File: src/rtl/cfq_pkg.sv
`default_nettype none

package cfq_pkg;

    localparam int DEPTH  = 16;
    localparam int IDX_W  = $clog2(DEPTH);
    localparam int CNT_W  = $clog2(DEPTH + 1);
    localparam int WORD_W = 32;

    typedef enum logic [1:0] {
        FUNC_PUSH  = 2'd0,
        FUNC_POP   = 2'd1,
        FUNC_PEEK  = 2'd2,
        FUNC_COUNT = 2'd3
    } t_func;

    typedef enum logic [1:0] {
        ST_OK    = 2'd0,
        ST_FULL  = 2'd1,
        ST_EMPTY = 2'd2
    } t_status;

    localparam logic [31:0] ADDR_CAPACITY = 32'd0;

    typedef struct packed {
        logic [1:0]         func;
        logic signed [31:0] value;
    } t_in;

    typedef struct packed {
        logic signed [31:0] data;
        logic [1:0]         status;
        logic [4:0]         count;
    } t_out;

    typedef struct packed {
        logic load;   // capture the pushed word
        logic shift;  // take the neighbor's word toward the head
    } t_cell_ctrl;

endpackage

`default_nettype wire

File: src/rtl/cfq_cell.sv
`default_nettype none

module cfq_cell (
    input  wire                                   i_clk,
    input  wire cfq_pkg::t_cell_ctrl              i_ctrl,
    input  wire logic signed [cfq_pkg::WORD_W-1:0] i_value,
    input  wire logic signed [cfq_pkg::WORD_W-1:0] i_next,
    output logic signed [cfq_pkg::WORD_W-1:0]      o_data
);
    import cfq_pkg::*;

    logic signed [WORD_W-1:0] r_data;

    always_ff @(posedge i_clk) begin
        priority if (i_ctrl.load) begin
            r_data <= i_value;
        end else if (i_ctrl.shift) begin
            r_data <= i_next;
        end
    end

    assign o_data = r_data;

endmodule

`default_nettype wire

File: src/rtl/circular_fifo_queue.sv
// circular_fifo_queue: FIFO of signed 32-bit words, built as a row of word cells.
// Input channel (i_valid/o_ready, i_in) carries one operation per transaction:
// push i_in.value, pop the oldest word, peek at it, or read the count.
// Output channel (o_valid/i_ready, o_out) returns one result per operation:
// the popped or peeked word (-1 when empty, 0 otherwise), a status code
// (ok, push refused because full, pop/peek on empty) and the count afterwards.
// The result is registered at the edge that takes the operation. Throughput is
// one operation per cycle while results are taken; the cell row updates in the
// same edge (push loads the cell at the count, pop shifts every cell one place
// toward the head, so cell 0 always holds the oldest word).
// The APB port holds one register, capacity, at address 0, which stores only
// pwdata[4:0]; 0 acts as 1, 17 to 31 act as 16. Writing it empties the queue.
// Reset empties the queue, sets capacity to 16 and drops the output valid.
// Stored words are not cleared. When the receiver stalls, the result holds and
// o_ready drops until it is taken; a taken result frees the slot in that cycle.
`default_nettype none

module circular_fifo_queue (
    input  wire              i_clk,
    input  wire              i_rst_n,
    input  wire              i_valid,
    output logic             o_ready,
    input  wire cfq_pkg::t_in i_in,
    output logic             o_valid,
    input  wire              i_ready,
    output cfq_pkg::t_out    o_out,
    input  wire              psel,
    input  wire              penable,
    input  wire              pwrite,
    input  wire logic [2:0]  paddr,
    input  wire logic [31:0] pwdata,
    output logic [31:0]      prdata,
    output logic             pready
);
    import cfq_pkg::*;

    logic [CNT_W-1:0] r_cap;
    logic [CNT_W-1:0] r_count;
    logic [CNT_W-1:0] n_count;
    logic             r_valid;
    t_out             r_out;
    t_out             n_out;

    logic             take;
    logic             cfg_wr;
    logic [CNT_W-1:0] eff_cap;
    logic             is_full;
    logic             is_empty;
    logic             do_push;
    logic             do_pop;

    logic signed [WORD_W-1:0] cell_data [DEPTH];
    t_cell_ctrl               cell_ctrl [DEPTH];

    assign pready  = 1'b1;
    assign prdata  = {{(32 - CNT_W){1'b0}}, r_cap};
    assign cfg_wr  = psel && penable && pwrite && (32'(paddr) == ADDR_CAPACITY);

    assign o_ready = !r_valid || i_ready;
    assign take    = i_valid && o_ready;

    always_comb begin
        priority if (r_cap == '0) begin
            eff_cap = CNT_W'(1);
        end else if (r_cap > CNT_W'(DEPTH)) begin
            eff_cap = CNT_W'(DEPTH);
        end else begin
            eff_cap = r_cap;
        end
    end

    assign is_full  = (r_count >= eff_cap);
    assign is_empty = (r_count == '0);
    assign do_push  = take && (t_func'(i_in.func) == FUNC_PUSH) && !is_full;
    assign do_pop   = take && (t_func'(i_in.func) == FUNC_POP) && !is_empty;

    always_comb begin
        n_count    = r_count;
        n_out.data = '0;
        n_out.status = ST_OK;
        unique case (t_func'(i_in.func))
            FUNC_PUSH: begin
                if (is_full) begin
                    n_out.status = ST_FULL;
                end else begin
                    n_count = r_count + CNT_W'(1);
                end
            end
            FUNC_POP, FUNC_PEEK: begin
                if (is_empty) begin
                    n_out.data   = '1;
                    n_out.status = ST_EMPTY;
                end else begin
                    n_out.data = cell_data[0];
                    if (t_func'(i_in.func) == FUNC_POP) begin
                        n_count = r_count - CNT_W'(1);
                    end
                end
            end
            FUNC_COUNT: begin
            end
            default: begin
            end
        endcase
        n_out.count = n_count;
    end

    for (genvar g = 0; g < DEPTH; g++) begin : g_cell
        logic signed [WORD_W-1:0] next_word;

        if (g == DEPTH - 1) begin : g_last
            assign next_word = '0;
        end else begin : g_mid
            assign next_word = cell_data[g + 1];
        end

        assign cell_ctrl[g].load  = do_push && (r_count[IDX_W-1:0] == IDX_W'(g));
        assign cell_ctrl[g].shift = do_pop;

        cfq_cell u_cell (
            .i_clk   (i_clk),
            .i_ctrl  (cell_ctrl[g]),
            .i_value (i_in.value),
            .i_next  (next_word),
            .o_data  (cell_data[g])
        );
    end

    always_ff @(posedge i_clk) begin
        if (!i_rst_n) begin
            r_cap   <= CNT_W'(DEPTH);
            r_count <= '0;
            r_valid <= 1'b0;
        end else begin
            if (cfg_wr) begin
                r_cap   <= pwdata[CNT_W-1:0];
                r_count <= '0;
            end else if (take) begin
                r_count <= n_count;
            end
            if (take) begin
                r_valid <= 1'b1;
            end else if (i_ready) begin
                r_valid <= 1'b0;
            end
        end
    end

    always_ff @(posedge i_clk) begin
        if (take) begin
            r_out <= n_out;
        end
    end

    assign o_valid = r_valid;
    assign o_out   = r_out;

endmodule

`default_nettype wire

File: config.mk
export PLATFORM = sky130hd
export DESIGN_NAME = circular_fifo_queue
export DESIGN_NICKNAME = d
export VERILOG_FILES = /design/src/rtl/cfq_pkg.sv /design/src/rtl/cfq_cell.sv /design/src/rtl/circular_fifo_queue.sv
export SDC_FILE = /design/constraint.sdc
export NUM_CORES = 1
export LEC_CHECK = 0
export BUFFER_PORTS_ARGS = -buffer_cell sky130_fd_sc_hd__buf_4
export CAP_MARGIN = 5
export CORE_UTILIZATION = 54
export DETAILED_ROUTE_END_ITERATION = 12
export MAX_ROUTING_LAYER = met4
export PLACE_DENSITY = 0.85
export SLEW_MARGIN = 20
export SYNTH_ARGS = -nofsm -noshare
export SYNTH_HDL_FRONTEND = slang
export SYNTH_SLANG_ARGS = --single-unit
File: constraint.sdc
create_clock -name i_clk -period 4.7 [get_ports i_clk]
set_clock_uncertainty 0.15 [all_clocks]
set_input_delay 0.705 -clock i_clk [delete_from_list [all_inputs] [get_ports i_clk]]
set_output_delay 0.705 -clock i_clk [all_outputs]
set_load 0.03 [all_outputs]
==> results of run 1 <==
placed cells by master, fill, tap and decap left out, types with 11 or more instances in the layout:
cell	n
and2_1	35
buf_4	127
clkbuf_1	15
clkbuf_16	50
clkinv_1	12
conb_1	28
dfxtp_1	11
edfxtp_1	551
ha_1	13
inv_1	11
mux2_1	290
mux2_2	190
nand2_1	31
o21a_1	34
routing by layer:
| layer | vias to the layer above | GRT usage, % | share of wire [%] | wire length [um] |
|---|---|---|---|---|
| li1 | 5459 | - | - | - |
| met1 | 5808 | 19.3 | 40 | 15200 |
| met2 | 262 | 31.7 | 54 | 20600 |
| met3 | 64 | 2.62 | 3.7 | 1390 |
| met4 | 0 | 4.95 | 1.8 | 683 |
| met5 | - | - | 0 | 0 |
stage by stage:
step                utilization [%]  power [mW]
detailed placement             57.8        6.01
CTS                            61.0        9.61
floorplan                         -        5.88
global placement               57.8        6.00
global route                   61.0        9.81
finish                         61.0        9.54
worst max path at each step:
stage	cells past startpoint	end	startpoint	slack (ns)
6_report	9	g_cell[6].u_cell.o_data[16]$_DFFE_PP_	r_count[2]$_SDFFE_PP0P_	0.74
5_1_grt	9	g_cell[6].u_cell.o_data[16]$_DFFE_PP_	r_count[2]$_SDFFE_PP0P_	0.52
4_1_cts	9	g_cell[6].u_cell.o_data[16]$_DFFE_PP_	r_count[2]$_SDFFE_PP0P_	0.77
3_5_place_dp	9	g_cell[6].u_cell.o_data[16]$_DFFE_PP_	r_count[2]$_SDFFE_PP0P_	0.84
3_3_place_gp	9	g_cell[14].u_cell.o_data[18]$_DFFE_PP_	r_count[2]$_SDFFE_PP0P_	0.98
2_1_floorplan	8	g_cell[15].u_cell.o_data[0]$_SDFFCE_PN0P_	r_cap[1]$_SDFFE_PN0P_	0.07
power by group through the flow:
stage / clock network (mW) / registers, mW / logic [mW]
finish: 3.63 / 5.53 / 0.383
floorplan: 0 / 5.69 / 0.192
global placement: 0 / 5.63 / 0.365
CTS: 3.70 / 5.53 / 0.385
detailed placement: 0 / 5.63 / 0.381
global route: 3.87 / 5.53 / 0.410
state kept, by name, indices dropped and copies added (netlist names):
name / count
g_cell.u_cell.o_data: 512
o_out: 39
r_cap: 5
r_count: 5
o_valid: 1
worst max-delay path: cells and delay by family (launching register included):
family	cells	cell delay [ns]
buf+inv	3	1.08
flops	1	0.71
simple gates	2	0.25
compound gates	3	1.03
fa+ha+maj	1	0.36
cells by family (layout without fill, tap and decap cells):
family	count (synthesis)	after routing	share of synthesized area, %
compound gates	69	69	2.11
xor+xnor	2	2	0.0718
fa+ha+maj	13	13	0.666
buf+inv	140	229	2.86
flops	562	562	68.7
mux	484	484	22.3
other cells	2	29	0.0308
simple gates	117	117	3.29
area by class of cell:
type                    instances  area [um^2]  area share, %
multi-input cells             713         7080           26.1
inverters                      11         41.3          0.152
clock buffers                  65         1310           4.83
flip-flops and latches        562        16800           61.9
diodes                          1         2.50        0.00924
well taps                     592          741           2.73
repair buffers                131         1030           3.82
clock inverters                22          114          0.420
==> impl_metrics.env, run 1 <==
export IMPL_status="finished, final reports clean"
export IMPL_min_period_ns=3.96
export IMPL_worst_pin_slew_ns=1.01
export IMPL_hold_violations=0
export IMPL_die_y_um=215
export IMPL_vias=11600
export IMPL_nNetsFinal=1558
export IMPL_p_leak_nw=9.08
export IMPL_clockPowerShare_pct=38.0
export IMPL_hp_start="pwdata[4]"
export IMPL_clock_latency_ns=0.58
export IMPL_antenna_found_initial=1
export IMPL_max_freq_mhz=253
export IMPL_syn_area_um2=24400
export IMPL_cts_resized=0
export IMPL_crit_type="reg -> reg"
export IMPL_drv_cap=0
export IMPL_crit_path_top_delay_cell="dfxtp_1"
export IMPL_yosys_area_top_type="edfxtp_1"
export IMPL_hold_slack_ns=0.213
export IMPL_swShare_pct=20.5
export IMPL_synth_most_common_cell="edfxtp_1"
export IMPL_final_area_um2=27100
export IMPL_r2r_end="g_cell[6].u_cell.o_data[16]$_DFFE_PP_"
export IMPL_critPathMaxFanout=33
export IMPL_end_kind="flip-flop"
export IMPL_numCtsBuffers=50
export IMPL_synth_area_leaders="edfxtp_1, mux2_1, mux2_2"
export IMPL_cts_tree="built"
export IMPL_setup_viol=0
export IMPL_drive_above_1_share_pct=26.5
export IMPL_intPower_mw=7.59
export IMPL_drv_slew=0
export IMPL_syn_inst=1389
export IMPL_period_share_pct=84.2
export IMPL_fin_tns_setup_ns=0
export IMPL_grt_pass1_wl_um=62700
export IMPL_fillers=2986
export IMPL_reg2reg_slack_ns=0.74
export IMPL_hold_path_class="in -> reg"
export IMPL_vdd_drop_max_v=0.000240
export IMPL_rows=77
export IMPL_ys_seq_elements=562
export IMPL_r2r_start="r_count[2]$_SDFFE_PP0P_"
export IMPL_dp_hpwl_um=25700
export IMPL_cp_cell_sequence="ha_1, a21oi_1, o21ai_2, a211oi_4, buf_4, nand4_1, buf_4, nand2_1, buf_4"
export IMPL_power_switching_mw=1.95
export IMPL_ys_flop_type="edfxtp_1"
export IMPL_clockRootBuffer="clkbuf_16"
export IMPL_dp_cells=2009
export IMPL_synth_top_area_share_pct=67.8
export IMPL_reg2reg_depth=9
export IMPL_cts_hold_buf=0
export IMPL_wire_per_inst_um=18.1
export IMPL_fin_cells=2097
export IMPL_route_detailed_drc=0
export IMPL_critPathMostFrequentCell="buf_4"
export IMPL_clock_path_buffers=3
export IMPL_synthArstFlopShare_pct=0
export IMPL_combPwrFrac_pct=4.0
export IMPL_post_cts_buffers=0
export IMPL_cpPeakStageDelay_ns=0.71
export IMPL_pre_cts_ws_ns=0.838
export IMPL_p_per_area_nw_per_um2=352
export IMPL_core_area_um2=44400
export IMPL_drt_iter0_drc=639
export IMPL_area_growth_pct=10.9
export IMPL_synth_top_cells_by_count="edfxtp_1, mux2_1, mux2_2, clkbuf_1, and2_1"
export IMPL_ys_seq_area_share_pct=68.7
export IMPL_io_pin_count=150
export IMPL_required_ns=4.77
export IMPL_drt_first_pass_iters=5
export IMPL_ant_nets=0
export IMPL_p_seq_share_pct=57.9
export IMPL_holdPathStages=3
export IMPL_grt_max_degree=44
export IMPL_min_to="r_cap[4]$_SDFFE_PN1P_"
export IMPL_place_congestion=0.850
export IMPL_setup_ws_ns=0.743
export IMPL_cp_arrival_ns=4.03
export IMPL_grt_usage_pct=17.2
export IMPL_grt_ovfl_total=0
export IMPL_slew_headroom_pct=32.0
export IMPL_dieArea_um2=46100
export IMPL_portBuffers=94
export IMPL_clock_sinks=562
export IMPL_h_tree_depth=2
export IMPL_rsz0062_at_grt="false"
export IMPL_placed_area_um2=25700
export IMPL_ys_types=50
export IMPL_start_kind="flip-flop"
export IMPL_synth_edf_count=551
export IMPL_clk_pin_slew_ns=0.06
export IMPL_avgSynthCellArea_um2=17.6
export IMPL_die_w_um=215
export IMPL_yosysWarnings=0
export IMPL_grt_pass1_vias=12300
export IMPL_wl_um=37900
export IMPL_vias_per_cell=5.53
export IMPL_start_util_pct=55.0
(Power assumes the default switching activity.)
==> run 2, diff against run 1 <==
--- a/config.mk
+++ b/config.mk
@@ -5,12 +5,13 @@
 export SDC_FILE = /design/constraint.sdc
 export NUM_CORES = 1
 export LEC_CHECK = 0
+export ABC_AREA = 1
 export BUFFER_PORTS_ARGS = -buffer_cell sky130_fd_sc_hd__buf_4
 export CAP_MARGIN = 5
 export CORE_UTILIZATION = 54
 export DETAILED_ROUTE_END_ITERATION = 12
 export MAX_ROUTING_LAYER = met4
-export PLACE_DENSITY = 0.85
+export PLACE_DENSITY = 0.82
 export SLEW_MARGIN = 20
 export SYNTH_ARGS = -nofsm -noshare
 export SYNTH_HDL_FRONTEND = slang
==> constraint.sdc (replaced) <==
create_clock -name i_clk -period 3.8 [get_ports i_clk]
set_clock_uncertainty 0.15 [all_clocks]
set_input_delay 0.57 -clock i_clk [delete_from_list [all_inputs] [get_ports i_clk]]
set_output_delay 0.57 -clock i_clk [all_outputs]
set_load 0.03 [all_outputs]
==> run 2 against run 1 <==
  * Die area down 3.9%
  * Cell count up 29%
  * Maximum frequency up 17%
  * Sequential power up 29%
  * Utilization up 0.43 points
  * Worst setup slack worse by 0.34 ns
  * Global-route usage up 1.5 points
  * Via count up 24%
  * Critical endpoint is now g_cell[15].u_cell.o_data[18]$_SDFFCE_PN0P_
  * Area after synthesis down 4.0%
==> impl_metrics.env, run 2 <==
export IMPL_ant_nets=0
export IMPL_p_seq_share_pct=55.4
export IMPL_synth_top_area_share_pct=70.6
export IMPL_required_ns=3.88
export IMPL_end_kind="flip-flop"
export IMPL_drv_slew=0
export IMPL_reg2reg_depth=13
export IMPL_cpPeakStageDelay_ns=0.54
export IMPL_grt_max_degree=65
export IMPL_start_kind="flip-flop"
export IMPL_nNetsFinal=2170
export IMPL_yosysWarnings=0
export IMPL_synth_edf_count=551
export IMPL_fin_tns_setup_ns=0
export IMPL_critPathMaxFanout=32
export IMPL_reg2reg_slack_ns=0.41
export IMPL_core_area_um2=42400
export IMPL_vias_per_cell=5.34
export IMPL_route_detailed_drc=0
export IMPL_clk_pin_slew_ns=0.06
export IMPL_crit_type="reg -> reg"
export IMPL_r2r_start="r_cap[0]$_SDFFE_PN0P_"
export IMPL_avgSynthCellArea_um2=11.5
export IMPL_largest_reg_flops=512
export IMPL_portBuffers=94
export IMPL_vdd_drop_max_v=0.000318
export IMPL_synthArstFlopShare_pct=0
export IMPL_ys_types=29
export IMPL_dieArea_um2=44200
export IMPL_grt_pass1_wl_um=65600
export IMPL_placed_area_um2=24400
export IMPL_cts_hold_buf=0
export IMPL_rows=75
export IMPL_grt_usage_pct=18.7
export IMPL_clock_latency_ns=0.57
export IMPL_synth_area_leaders="edfxtp_1, nand2_1, o21ai_0"
export IMPL_die_w_um=210
export IMPL_die_y_um=210
export IMPL_finish_utilization_pct=61.4
export IMPL_syn_area_um2=23400
export IMPL_p_leak_nw=10.4
export IMPL_max_freq_mhz=295
export IMPL_cp_arrival_ns=3.47
export IMPL_intPower_mw=10.1
export IMPL_clockPowerShare_pct=38.0
export IMPL_yosys_area_top_type="edfxtp_1"
export IMPL_area_growth_pct=11.1
export IMPL_p_total_mw=12.9
export IMPL_layout_commonest_cell="nand2_1"
export IMPL_holdPathStages=3
export IMPL_swShare_pct=21.8
export IMPL_cp_cell_sequence="or4_1, nand2_1, nand2_1, ha_1, nand2_1, nand2_1, nand2_1, nand3_4, nor3_4, buf_4, nand3_1, nand2_1, buf_4"
export IMPL_min_to="r_cap[4]$_SDFFE_PN1P_"
export IMPL_ys_flop_type="edfxtp_1"
export IMPL_hold_slack_ns=0.0690
export IMPL_h_tree_depth=2
export IMPL_min_period_ns=3.39
export IMPL_post_cts_buffers=0
export IMPL_cp_top_family="simple AND/OR/NAND/NOR gates"
export IMPL_r2r_end="g_cell[15].u_cell.o_data[18]$_SDFFCE_PN0P_"
export IMPL_synth_most_common_cell="nand2_1"
export IMPL_antenna_found_initial=0
export IMPL_start_util_pct=55.3
export IMPL_wl_um=39400
export IMPL_critPathMostFrequentCell="nand2_1"
export IMPL_combPwrFrac_pct=6.5
export IMPL_drv_cap=0
export IMPL_drt_first_pass_iters=6
export IMPL_final_area_um2=26000
export IMPL_crit_path_top_delay_cell="or4_1"
export IMPL_period_share_pct=89.3
export IMPL_ys_seq_area_share_pct=71.5
export IMPL_final_cell_mix="nand2_1, edfxtp_1, o21ai_0"
export IMPL_drive_above_1_share_pct=10.8
export IMPL_io_pin_count=150
export IMPL_clockRootBuffer="clkbuf_16"
export IMPL_numCtsBuffers=52
export IMPL_slew_headroom_pct=50.3
export IMPL_power_switching_mw=2.81
export IMPL_critPathBufInv=2
export IMPL_hp_start="pwdata[4]"
export IMPL_hold_violations=0
export IMPL_clock_path_buffers=3
export IMPL_status="finished, final reports clean"
export IMPL_p_per_area_nw_per_um2=494
export IMPL_synth_top_cells_by_count="nand2_1, edfxtp_1, o21ai_0, o21ai_1, clkbuf_1"
export IMPL_ys_seq_elements=562
export IMPL_rsz0062_at_grt="false"
export IMPL_place_congestion=0.862
export IMPL_diodes=0
export IMPL_drt_iter0_drc=1331
export IMPL_clock_sinks=562
export IMPL_grt_pass1_vias=14000
export IMPL_cts_resized=0
export IMPL_dp_hpwl_um=26700
export IMPL_worst_pin_slew_ns=0.740
export IMPL_vias=14400
export IMPL_grt_ovfl_total=0
export IMPL_cts_tree="built"
export IMPL_setup_viol=0
export IMPL_syn_inst=2040
export IMPL_hold_path_class="in -> reg"
export IMPL_wire_per_inst_um=14.6
## run 2: area by class of cell
| type | instances | area [um^2] |
|---|---|---|
| Fill cell | 2966 | 16400 |
| Inverter | 67 | 253 |
| Tap cell | 577 | 722 |
| Timing Repair Buffer | 141 | 1100 |
| Clock buffer | 65 | 1370 |
| Sequential cell | 562 | 16800 |
| Multi-Input combinational cell | 1257 | 5610 |
| Clock inverter | 31 | 230 |
## run 2: worst register-to-register path, cell delays in order (launching register included)
cell and delay [ns]:
dfxtp_1 0.34, or4_1 0.54, nand2_1 0.11, nand2_1 0.08, ha_1 0.31, nand2_1 0.07, nand2_1 0.06, nand2_1 0.10
nand3_4 0.13, nor3_4 0.14, buf_4 0.29, nand3_1 0.23, nand2_1 0.11, buf_4 0.36
## run 2: metal layers
metal	wire length (um)	global-route usage [%]	vias to the layer above	part of all wire, %
met3	1970	2.70	59	5.0
met4	707	5.34	0	1.8
met1	16000	22.1	6865	41
met5	0	-	-	0
li1	-	-	7116	-
met2	20700	33.3	376	53
## run 2: metrics by stage
step | instances | worst slack (ns)
after floorplan | 2066 | 0.0718
after global placement | 2604 | 0.554
after detailed placement | 2604 | 0.483
after CTS | 2700 | 0.427
after global routing | 2700 | 0.268
final | 2700 | 0.407
## run 2: worst max-delay path by stage
stage                                     start                                    endpoint  slack [ns]  cells after the start
after floorplan           r_cap[0]$_SDFFE_PN0P_   g_cell[15].u_cell.o_data[0]$_SDFFCE_PN0P_        0.07                     13
after global placement    r_cap[0]$_SDFFE_PN0P_  g_cell[15].u_cell.o_data[18]$_SDFFCE_PN0P_        0.55                     13
after detailed placement  r_cap[0]$_SDFFE_PN0P_  g_cell[15].u_cell.o_data[18]$_SDFFCE_PN0P_        0.48                     13
after CTS                 r_cap[0]$_SDFFE_PN0P_  g_cell[15].u_cell.o_data[13]$_SDFFCE_PN0P_        0.43                     13
after global routing      r_cap[0]$_SDFFE_PN0P_   g_cell[15].u_cell.o_data[9]$_SDFFCE_PN0P_        0.27                     13
final                     r_cap[0]$_SDFFE_PN0P_  g_cell[15].u_cell.o_data[18]$_SDFFCE_PN0P_        0.41                     13
## run 2: cell families after synthesis
logic type	Yosys count	synth area share, %
compound gates	504	10.8
flops	562	71.5
fa+ha+maj	13	0.694
xor+xnor	1	0.0374
buf+inv	247	5.18
simple gates	711	11.7
other cells	2	0.0320
## run 2: power by group through the flow
stage	registers, mW	logic [mW]	clock network [mW]
after floorplan	7.35	0.493	0
after global placement	7.25	0.782	0
after detailed placement	7.27	0.830	0
after CTS	7.14	0.840	4.96
after global routing	7.16	0.932	5.20
final	7.14	0.838	4.90
